`src/rtl/aba_pkg.sv`:
```
package aba_pkg;

	localparam int ADDR_W_DEF = 32;
	localparam int DATA_W     = 32;
	localparam int OP_W       = 3;
	localparam int STATUS_W   = 3;
	localparam int CFG_IDX_W  = 1;

	// operation codes
	localparam logic [OP_W-1:0] OP_ALLOC   = 3'd0;
	localparam logic [OP_W-1:0] OP_RESIZE  = 3'd1;
	localparam logic [OP_W-1:0] OP_RESET   = 3'd2;
	localparam logic [OP_W-1:0] OP_READ    = 3'd3;
	localparam logic [OP_W-1:0] OP_RESTORE = 3'd4;

	// status codes
	localparam logic [STATUS_W-1:0] ST_OK    = 3'd0;
	localparam logic [STATUS_W-1:0] ST_ALIGN = 3'd1;
	localparam logic [STATUS_W-1:0] ST_ROOM  = 3'd2;
	localparam logic [STATUS_W-1:0] ST_ADDR  = 3'd3;
	localparam logic [STATUS_W-1:0] ST_ZERO  = 3'd4;

	// configuration register indexes
	localparam logic [CFG_IDX_W-1:0] CFG_BASE = 1'd0;
	localparam logic [CFG_IDX_W-1:0] CFG_CAP  = 1'd1;

	localparam logic [DATA_W-1:0] CAP_RESET = 32'd65536;

	typedef struct packed {
		logic load;
		logic step1;
		logic step2;
		logic commit;
	} aba_cmd_t;

endpackage

```
`src/rtl/aba_datapath.sv`:
```
module aba_datapath
	import aba_pkg::*;
#(
	parameter int ADDRESS_WIDTH = ADDR_W_DEF
) (
	input  logic                 clk,
	input  logic                 arst_n,
	input  aba_cmd_t             cmd,
	input  logic                 cfg_we,
	input  logic [CFG_IDX_W-1:0] cfg_index,
	input  logic [DATA_W-1:0]    cfg_data,
	input  logic [OP_W-1:0]      op,
	input  logic [DATA_W-1:0]    alloc_size,
	input  logic [DATA_W-1:0]    alignment,
	input  logic [DATA_W-1:0]    blk_address,
	input  logic [DATA_W-1:0]    blk_size,
	input  logic [DATA_W-1:0]    marker_prev,
	input  logic [DATA_W-1:0]    marker_curr,
	output logic [STATUS_W-1:0]  status,
	output logic [DATA_W-1:0]    address,
	output logic [DATA_W-1:0]    saved_prev,
	output logic [DATA_W-1:0]    saved_curr
);

	// absolute addresses wrap at the address width, only the low word is ever seen
	localparam logic [DATA_W-1:0] AM32 = (ADDRESS_WIDTH >= DATA_W) ? {DATA_W{1'b1}} :
		DATA_W'((64'd1 << ADDRESS_WIDTH) - 64'd1);

	logic [DATA_W-1:0] base_q, cap_q, last_q, top_q;

	logic [OP_W-1:0]   op_q;
	logic [DATA_W-1:0] size_q, align_q, oaddr_q, osz_q, mprev_q, mcurr_q;

	// first step
	logic [DATA_W-1:0] cur_s1, amask_s1, ooff_s1, trs_s1;
	logic [DATA_W:0]   tps_s1;
	logic              pow2_s1, below_s1, null_s1, zero_s1, eq_s1;

	// second step
	logic [DATA_W-1:0] pad_s2, top_rs_s2;
	logic              addr_bad_s2, room_rs_s2, inplace_s2;

	logic [STATUS_W-1:0] st_d;
	logic [DATA_W-1:0]   addr_d, last_d, top_d, alloc_addr;
	logic [DATA_W-1:0]   off;
	logic [DATA_W+1:0]   fin;
	logic                room_al, use_alloc;

	always_ff @(posedge clk or negedge arst_n) begin
		if (!arst_n) begin
			base_q <= '0;
			cap_q  <= CAP_RESET;
		end else if (cfg_we) begin
			case (cfg_index)
				CFG_BASE: base_q <= cfg_data;
				CFG_CAP:  cap_q  <= cfg_data;
				default:  ;
			endcase
		end
	end

	always_ff @(posedge clk) begin
		if (cmd.load) begin
			op_q    <= op;
			size_q  <= alloc_size;
			align_q <= alignment;
			oaddr_q <= blk_address;
			osz_q   <= blk_size;
			mprev_q <= marker_prev;
			mcurr_q <= marker_curr;
		end
	end

	always_ff @(posedge clk) begin
		if (cmd.step1) begin
			cur_s1             <= (base_q + top_q) & AM32;
			amask_s1           <= align_q - 32'd1;
			pow2_s1            <= (align_q != '0) && ((align_q & (align_q - 32'd1)) == '0);
			{below_s1, ooff_s1} <= {1'b0, oaddr_q} - {1'b0, base_q};
			null_s1            <= (oaddr_q == '0);
			zero_s1            <= (osz_q == '0) || (size_q == '0);
			eq_s1              <= (osz_q == size_q);
			tps_s1             <= {1'b0, top_q} + {1'b0, size_q};
			trs_s1             <= top_q + size_q;
		end
	end

	always_ff @(posedge clk) begin
		if (cmd.step2) begin
			pad_s2      <= (32'd0 - cur_s1) & amask_s1;
			addr_bad_s2 <= null_s1 || below_s1 || (ooff_s1 >= cap_q);
			room_rs_s2  <= (size_q > (cap_q - ooff_s1));
			inplace_s2  <= (ooff_s1 == last_q);
			top_rs_s2   <= trs_s1 - osz_q;
		end
	end

	// aligned start, and end of the block computed exactly; the start only
	// matters when the end fits, so its low word is enough
	assign off        = top_q + pad_s2;
	assign fin        = {1'b0, tps_s1} + {2'b00, pad_s2};
	assign room_al    = (fin > {2'b00, cap_q});
	assign alloc_addr = (cur_s1 + pad_s2) & AM32;

	always_comb begin
		st_d      = ST_OK;
		addr_d    = '0;
		last_d    = last_q;
		top_d     = top_q;
		use_alloc = 1'b0;
		case (op_q)
			OP_ALLOC: use_alloc = 1'b1;
			OP_RESIZE: begin
				if (addr_bad_s2) begin
					st_d = ST_ADDR;
				end else if (zero_s1) begin
					st_d = ST_ZERO;
				end else if (!pow2_s1) begin
					st_d = ST_ALIGN;
				end else if (eq_s1) begin
					addr_d = oaddr_q;
				end else if (room_rs_s2) begin
					st_d = ST_ROOM;
				end else if (inplace_s2) begin
					top_d  = top_rs_s2;
					addr_d = oaddr_q;
				end else begin
					use_alloc = 1'b1;
				end
			end
			OP_RESET: begin
				last_d = '0;
				top_d  = '0;
			end
			OP_READ: ;
			OP_RESTORE: begin
				last_d = mprev_q;
				top_d  = mcurr_q;
			end
			default: ;
		endcase
		if (use_alloc) begin
			if (!pow2_s1) begin
				st_d = ST_ALIGN;
			end else if (room_al) begin
				st_d = ST_ROOM;
			end else begin
				addr_d = alloc_addr;
				last_d = off;
				top_d  = fin[DATA_W-1:0];
			end
		end
	end

	always_ff @(posedge clk or negedge arst_n) begin
		if (!arst_n) begin
			last_q <= '0;
			top_q  <= '0;
		end else if (cmd.commit) begin
			last_q <= last_d;
			top_q  <= top_d;
		end
	end

	always_ff @(posedge clk) begin
		if (cmd.commit) begin
			status     <= st_d;
			address    <= addr_d;
			saved_prev <= last_d;
			saved_curr <= top_d;
		end
	end

endmodule

```
`src/rtl/aba_ctrl.sv`:
```
module aba_ctrl
	import aba_pkg::*;
(
	input  logic     clk,
	input  logic     arst_n,
	input  logic     s_tvalid,
	output logic     s_tready,
	output logic     m_tvalid,
	input  logic     m_tready,
	output aba_cmd_t cmd
);

	localparam logic [1:0] S_IDLE = 2'd0;
	localparam logic [1:0] S_C1   = 2'd1;
	localparam logic [1:0] S_C2   = 2'd2;
	localparam logic [1:0] S_C3   = 2'd3;

	logic [1:0] state_q, state_d;
	logic       out_valid_q;

	assign s_tready   = (state_q == S_IDLE);
	assign m_tvalid   = out_valid_q;

	assign cmd.load   = s_tready && s_tvalid;
	assign cmd.step1  = (state_q == S_C1);
	assign cmd.step2  = (state_q == S_C2);
	// last step waits until the output register is free
	assign cmd.commit = (state_q == S_C3) && (!out_valid_q || m_tready);

	always_comb begin
		state_d = state_q;
		case (state_q)
			S_IDLE:  if (s_tvalid) state_d = S_C1;
			S_C1:    state_d = S_C2;
			S_C2:    state_d = S_C3;
			S_C3:    if (cmd.commit) state_d = S_IDLE;
			default: state_d = S_IDLE;
		endcase
	end

	always_ff @(posedge clk or negedge arst_n) begin
		if (!arst_n) begin
			state_q     <= S_IDLE;
			out_valid_q <= 1'b0;
		end else begin
			state_q <= state_d;
			if (cmd.commit) begin
				out_valid_q <= 1'b1;
			end else if (m_tready) begin
				out_valid_q <= 1'b0;
			end
		end
	end

	a_load_starts: assert property (@(posedge clk) disable iff (!arst_n)
		cmd.load |=> state_q == S_C1)
		else $error("accepted word did not start the sequence");

	a_commit_shows: assert property (@(posedge clk) disable iff (!arst_n)
		cmd.commit |=> m_tvalid)
		else $error("committed result not presented");

	a_stall_holds: assert property (@(posedge clk) disable iff (!arst_n)
		(state_q == S_C3 && m_tvalid && !m_tready) |=> state_q == S_C3)
		else $error("result overwritten while output stalled");

	a_c2_order: assert property (@(posedge clk) disable iff (!arst_n)
		state_q == S_C2 |-> $past(state_q) == S_C1)
		else $error("step order broken");

endmodule

```
`src/rtl/arena_bump_allocator.sv`:
```
// arena bump allocator: hands out aligned blocks from an arena at a
// configured base address and capacity, tracking the last block start and
// the first free offset.
// input channel s_*: one request word per handshake, op code in tuser.
// output channel m_*: one result word per request, status code in tuser.
// cfg_*: register writes (base address, capacity), always ready; write only
// while no request is in flight.
// timing: an accepted request goes through the compute steps in order
// (pointer and alignment mask, padding and resize checks, room check and
// offset update); the last one writes the result to the output register.
// a new request is accepted only once the previous one has committed; the
// next request is accepted while the result waits.
// when the receiver stalls, the last compute step holds until the output
// register frees, so nothing is lost or repeated.
// reset: both offsets clear, base address 0, capacity 65536, no result
// pending.
module arena_bump_allocator
	import aba_pkg::*;
#(
	parameter int ADDRESS_WIDTH = ADDR_W_DEF
) (
	input  logic                 clk,
	input  logic                 arst_n,
	input  logic                 s_tvalid,
	output logic                 s_tready,
	// alloc_size, alignment, blk_address, blk_size, marker_prev, marker_curr
	input  logic [6*DATA_W-1:0]  s_tdata,
	// op
	input  logic [OP_W-1:0]      s_tuser,
	output logic                 m_tvalid,
	input  logic                 m_tready,
	// address, saved_prev, saved_curr
	output logic [3*DATA_W-1:0]  m_tdata,
	// status
	output logic [STATUS_W-1:0]  m_tuser,
	input  logic                 cfg_valid,
	output logic                 cfg_ready,
	input  logic [CFG_IDX_W-1:0] cfg_index,
	input  logic [DATA_W-1:0]    cfg_data
);

	aba_cmd_t cmd;

	assign cfg_ready = 1'b1;

	aba_ctrl u_ctrl (
		.clk      (clk),
		.arst_n   (arst_n),
		.s_tvalid (s_tvalid),
		.s_tready (s_tready),
		.m_tvalid (m_tvalid),
		.m_tready (m_tready),
		.cmd      (cmd)
	);

	aba_datapath #(
		.ADDRESS_WIDTH (ADDRESS_WIDTH)
	) u_datapath (
		.clk         (clk),
		.arst_n      (arst_n),
		.cmd         (cmd),
		.cfg_we      (cfg_valid),
		.cfg_index   (cfg_index),
		.cfg_data    (cfg_data),
		.op          (s_tuser),
		.alloc_size  (s_tdata[DATA_W-1:0]),
		.alignment   (s_tdata[2*DATA_W-1:DATA_W]),
		.blk_address (s_tdata[3*DATA_W-1:2*DATA_W]),
		.blk_size    (s_tdata[4*DATA_W-1:3*DATA_W]),
		.marker_prev (s_tdata[5*DATA_W-1:4*DATA_W]),
		.marker_curr (s_tdata[6*DATA_W-1:5*DATA_W]),
		.status      (m_tuser),
		.address     (m_tdata[DATA_W-1:0]),
		.saved_prev  (m_tdata[2*DATA_W-1:DATA_W]),
		.saved_curr  (m_tdata[3*DATA_W-1:2*DATA_W])
	);

endmodule

```
`config.mk`:
```
export PLATFORM = sky130hd
export DESIGN_NAME = arena_bump_allocator
export DESIGN_NICKNAME = d
export VERILOG_FILES = /design/src/rtl/aba_pkg.sv /design/src/rtl/aba_datapath.sv /design/src/rtl/aba_ctrl.sv /design/src/rtl/arena_bump_allocator.sv
export SDC_FILE = /design/constraint.sdc
export NUM_CORES = 1
export LEC_CHECK = 0
export BUFFER_PORTS_ARGS = -buffer_cell sky130_fd_sc_hd__buf_2
export CAP_MARGIN = 20
export CORE_MARGIN = 2
export CORE_UTILIZATION = 55
export DETAILED_ROUTE_END_ITERATION = 6
export PLACE_DENSITY = 0.74
export RECOVER_POWER = 50
export SKIP_LAST_GASP = 1
export SLEW_MARGIN = 15
export SYNTH_ARGS = -nofsm -noshare
export SYNTH_HDL_FRONTEND = slang
export SYNTH_SLANG_ARGS = --single-unit
```
`constraint.sdc`:
```
create_clock -name clk -period 6.65 [get_ports clk]
set_input_delay 0.665 -clock clk [delete_from_list [all_inputs] [get_ports clk]]
set_output_delay 0.665 -clock clk [all_outputs]
set_load 0.01 [all_outputs]
```
==> results by group <==
Status
  – Status: complete, but fails checks
  – Failing checks: capacitance limit, slew limit

Cells and area
  – Utilization after layout: 62.7%
  – Max reg flops: 33
  – Final nets: 4513
  – Share of post-route cells with drive strength above 1: 10.9%
  – Seq. cell area: 18100 sq um
  – Multi-input logic area: 18700 sq um
  – Biggest register: u_datapath.tps_s1
  – Fin cells: 4907
  – Area growth from synthesis to layout: 13.0%
  – Fill count: 5643

Detailed routing
  – Met3 wire len: 15600 microns
  – Via count: 30300
  – ANT nets after route: 0
  – Post-Route WL: 126000 microns
  – Met1 WL: 52600 microns
  – Routed wire per std cell: 25.7 microns
  – First DRT Iteration DRCs: 3796
  – WL met2: 53300 microns
  – Top sig layer: met5
  – Vias per cell: 6.18
  – DRC viols: 0
  – Total iterations of the first detailed-routing run: 6

Synth
  – Seq/Total Area, Yosys: 47.7%
  – Netlist cell types: 89
  – Synth Area per Inst: 10.7 sq um
  – EDFF count, synth: 495
  – Cell area after synthesis: 38100 sq um
  – Ys flop type: edfxtp_1
  – Yosys top cell by area: edfxtp_1
  – Synth async-reset ratio: 20.9%
  – Top-area cell type share of the netlist area: 39.1%
  – FF+latch count, synth: 626
  – Top post-synthesis cells by count: edfxtp_1, ha_1, nand2_1
  – Post-Synthesis Cells: 3559
  – Top cells by area, synth: edfxtp_1, ha_1, dfrtp_1
  – Syn nets: 4153
  – Synth Warn #: 0
  – Most numerous cell in the Yosys netlist: edfxtp_1

Floorplanning
  – Core area: 68600 sq um
  – Cell Rows: 96
  – DIE AREA: 71300 sq um
  – Die H: 267 microns
  – Initial Util: 55.5%
  – Ports: 335
  – Die W: 267 microns

Pwr
  – Switching Power: 10.3 mW
  – Gate power share: 49.7%
  – Sequential share of power: 33.0%
  – Static Leak: 18.1 nW
  – Total power draw: 23.0 mW
  – VDD IR max: 0.257 mV
  – Switching share of total power: 44.7%
  – Power Internal: 12.7 mW
  – Clock share of power: 17.3%
  – Power Density: 535 nW/um^2

Clock network
  – CTS H-tree lvls: 3
  – Post-CTS setup buffer count: 0
  – # resized after CTS: 0
  – Worst-Skew Late Latency: 640 ps
  – Hold_buf cts: 0
  – TritonCTS buffer count: 71
  – Root Driver: clkbuf_16
  – CTS sink count: 626
  – Clock slew at reported path FFs: 60 ps
  – CTS Buffer Depth: 3
  – CTS tree: done

Timing
  – Setup_tns: 0 ps
  – Final Setup Violations: 0
  – Worst slew margin: -258%
  – Slew @ Worst Pin: 5360 ps
  – RSZ-0062 raised after global routing: no
  – Final number of hold-violating endpoints: 0
  – Fmax: 165 MHz
  – Min Tclk post-route: 6040 ps
  – Fin worst setup slack: 607 ps
  – Clk_skew: 27.8 ps
  – Pins Over Slew Limit: 415
  – Period utilization: 90.9%

Run
  – Max cap viols: 7

Worst setup path
  – Startpoint Class: register
  – WP data arrival: 6410 ps
  – Worst Setup End Kind: register
  – CP max FO: 25
  – Worst Path Required: 7020 ps
  – Setup CP Type: reg2reg

Place
  – Placed cell count: 4777
  – Hpwl dp: 99000 microns
  – GPL Wtd Cong: 1.03
  – Place WS: 719 ps
  – PortBufs: 333

Global route
  – Antenna violations before repair: 3
  – Grt total ovfl: 0
  – Global-route wire length before repair: 182000 microns
  – Vias in the first global route: 28500
  – Pin count of the biggest net entering global routing: 105
  – All-layer global routing usage: 35.2%

Min path
  – Hold crit path type: in2reg
cell usage in the layout (no fill, tap or decap), types with 52 or more instances in the layout:
cell,count
a21o_1,110
a21oi_1,232
buf_2,219
clkbuf_1,132
clkbuf_16,73
dfrtp_1,130
edfxtp_1,495
ha_1,353
inv_1,252
nand2_1,323
nand2b_1,52
nor2_1,178
nor3_1,53
nor4_1,61
o21a_1,60
o21ai_0,174
o21ai_1,55
xnor2_1,159
xor2_1,133
power groups by stage:
stage | Combinational, mW | Sequential (mW) | Clock (mW)
floorplan | 7.85 | 6.91 | 0
global placement | 11.2 | 7.49 | 0
detailed placement | 11.2 | 7.49 | 0
CTS | 11.3 | 7.44 | 4.00
global route | 12.5 | 7.64 | 4.14
finish | 11.4 | 7.59 | 3.97
cells by family (layout without fill, tap and decap cells):
logic type,after synthesis,after routing,share of synthesized area [%]
AND/OR/NAND/NOR,945,945,12.2
AO/OA/AOI/OAI,931,931,15.8
flip-flops,626,626,47.7
adder cells (fa/ha/maj),361,361,12.0
buffers and inverters,327,743,3.29
XOR/XNOR,292,292,6.72
multiplexers,76,76,2.24
other,1,2,0.00985
per-stage QoR:
| step | hold WS, ps | cell area, sq um |
|---|---|---|
| floorplan | 369 | 38100 |
| global placement | 500 | 40900 |
| detailed placement | 508 | 40900 |
| CTS | 151 | 43200 |
| global route | 180 | 43000 |
| finish | 199 | 43000 |
per-layer routing:
layer | track usage [%] | vias up
li1 | - | 13900
met1 | 50.7 | 14600
met2 | 51.6 | 1593
met3 | 9.09 | 231
met4 | 12.3 | 4
met5 | 0 | -
critical path, cell delays in order (launching register included):
cell,delay [ps]
edfxtp_1,500
ha_1,330
a21o_1,170
a41oi_1,260
a31oi_1,280
and3_1,260
nor3_2,310
o21ai_1,220
a211oi_1,330
a21bo_2,190
xnor2_1,170
ha_1,320
a211oi_1,330
o2111ai_1,220
o2111ai_1,230
nor2_1,110
a211oi_1,320
o211a_4,520
buf_12,300
mux2_1,380
final timing paths:
path                                                    from                             endpoint  slack [ps]  cells past startpoint
max                           u_datapath.pad_s2[1]$_DFFE_PP_  u_datapath.saved_curr[10]$_DFFE_PP_         610                     19
min                                              s_tdata[58]     u_datapath.align_q[26]$_DFFE_PP_         200                      1
max reg2reg                   u_datapath.pad_s2[1]$_DFFE_PP_  u_datapath.saved_curr[10]$_DFFE_PP_         610                     19
min reg2reg                u_datapath.amask_s1[21]$_DFFE_PN_      u_datapath.pad_s2[21]$_DFFE_PP_         520                      1
max in group asynchronous                             arst_n     u_datapath.top_q[29]$_DFFE_PN0P_        1260                      2
min in group asynchronous                             arst_n    u_datapath.base_q[11]$_DFFE_PN0P_        1960                      1
area by class of cell:
cell class / count / area share [%]
multi-input cells: 2606 / 43.5
repair buffers: 361 / 4.04
clock buffers: 90 / 4.47
clock inverters: 39 / 0.922
diodes: 1 / 0.00582
inverters: 253 / 2.22
well taps: 931 / 2.71
flip-flops and latches: 626 / 42.2
Note: power is estimated with default switching activity, not from simulation.
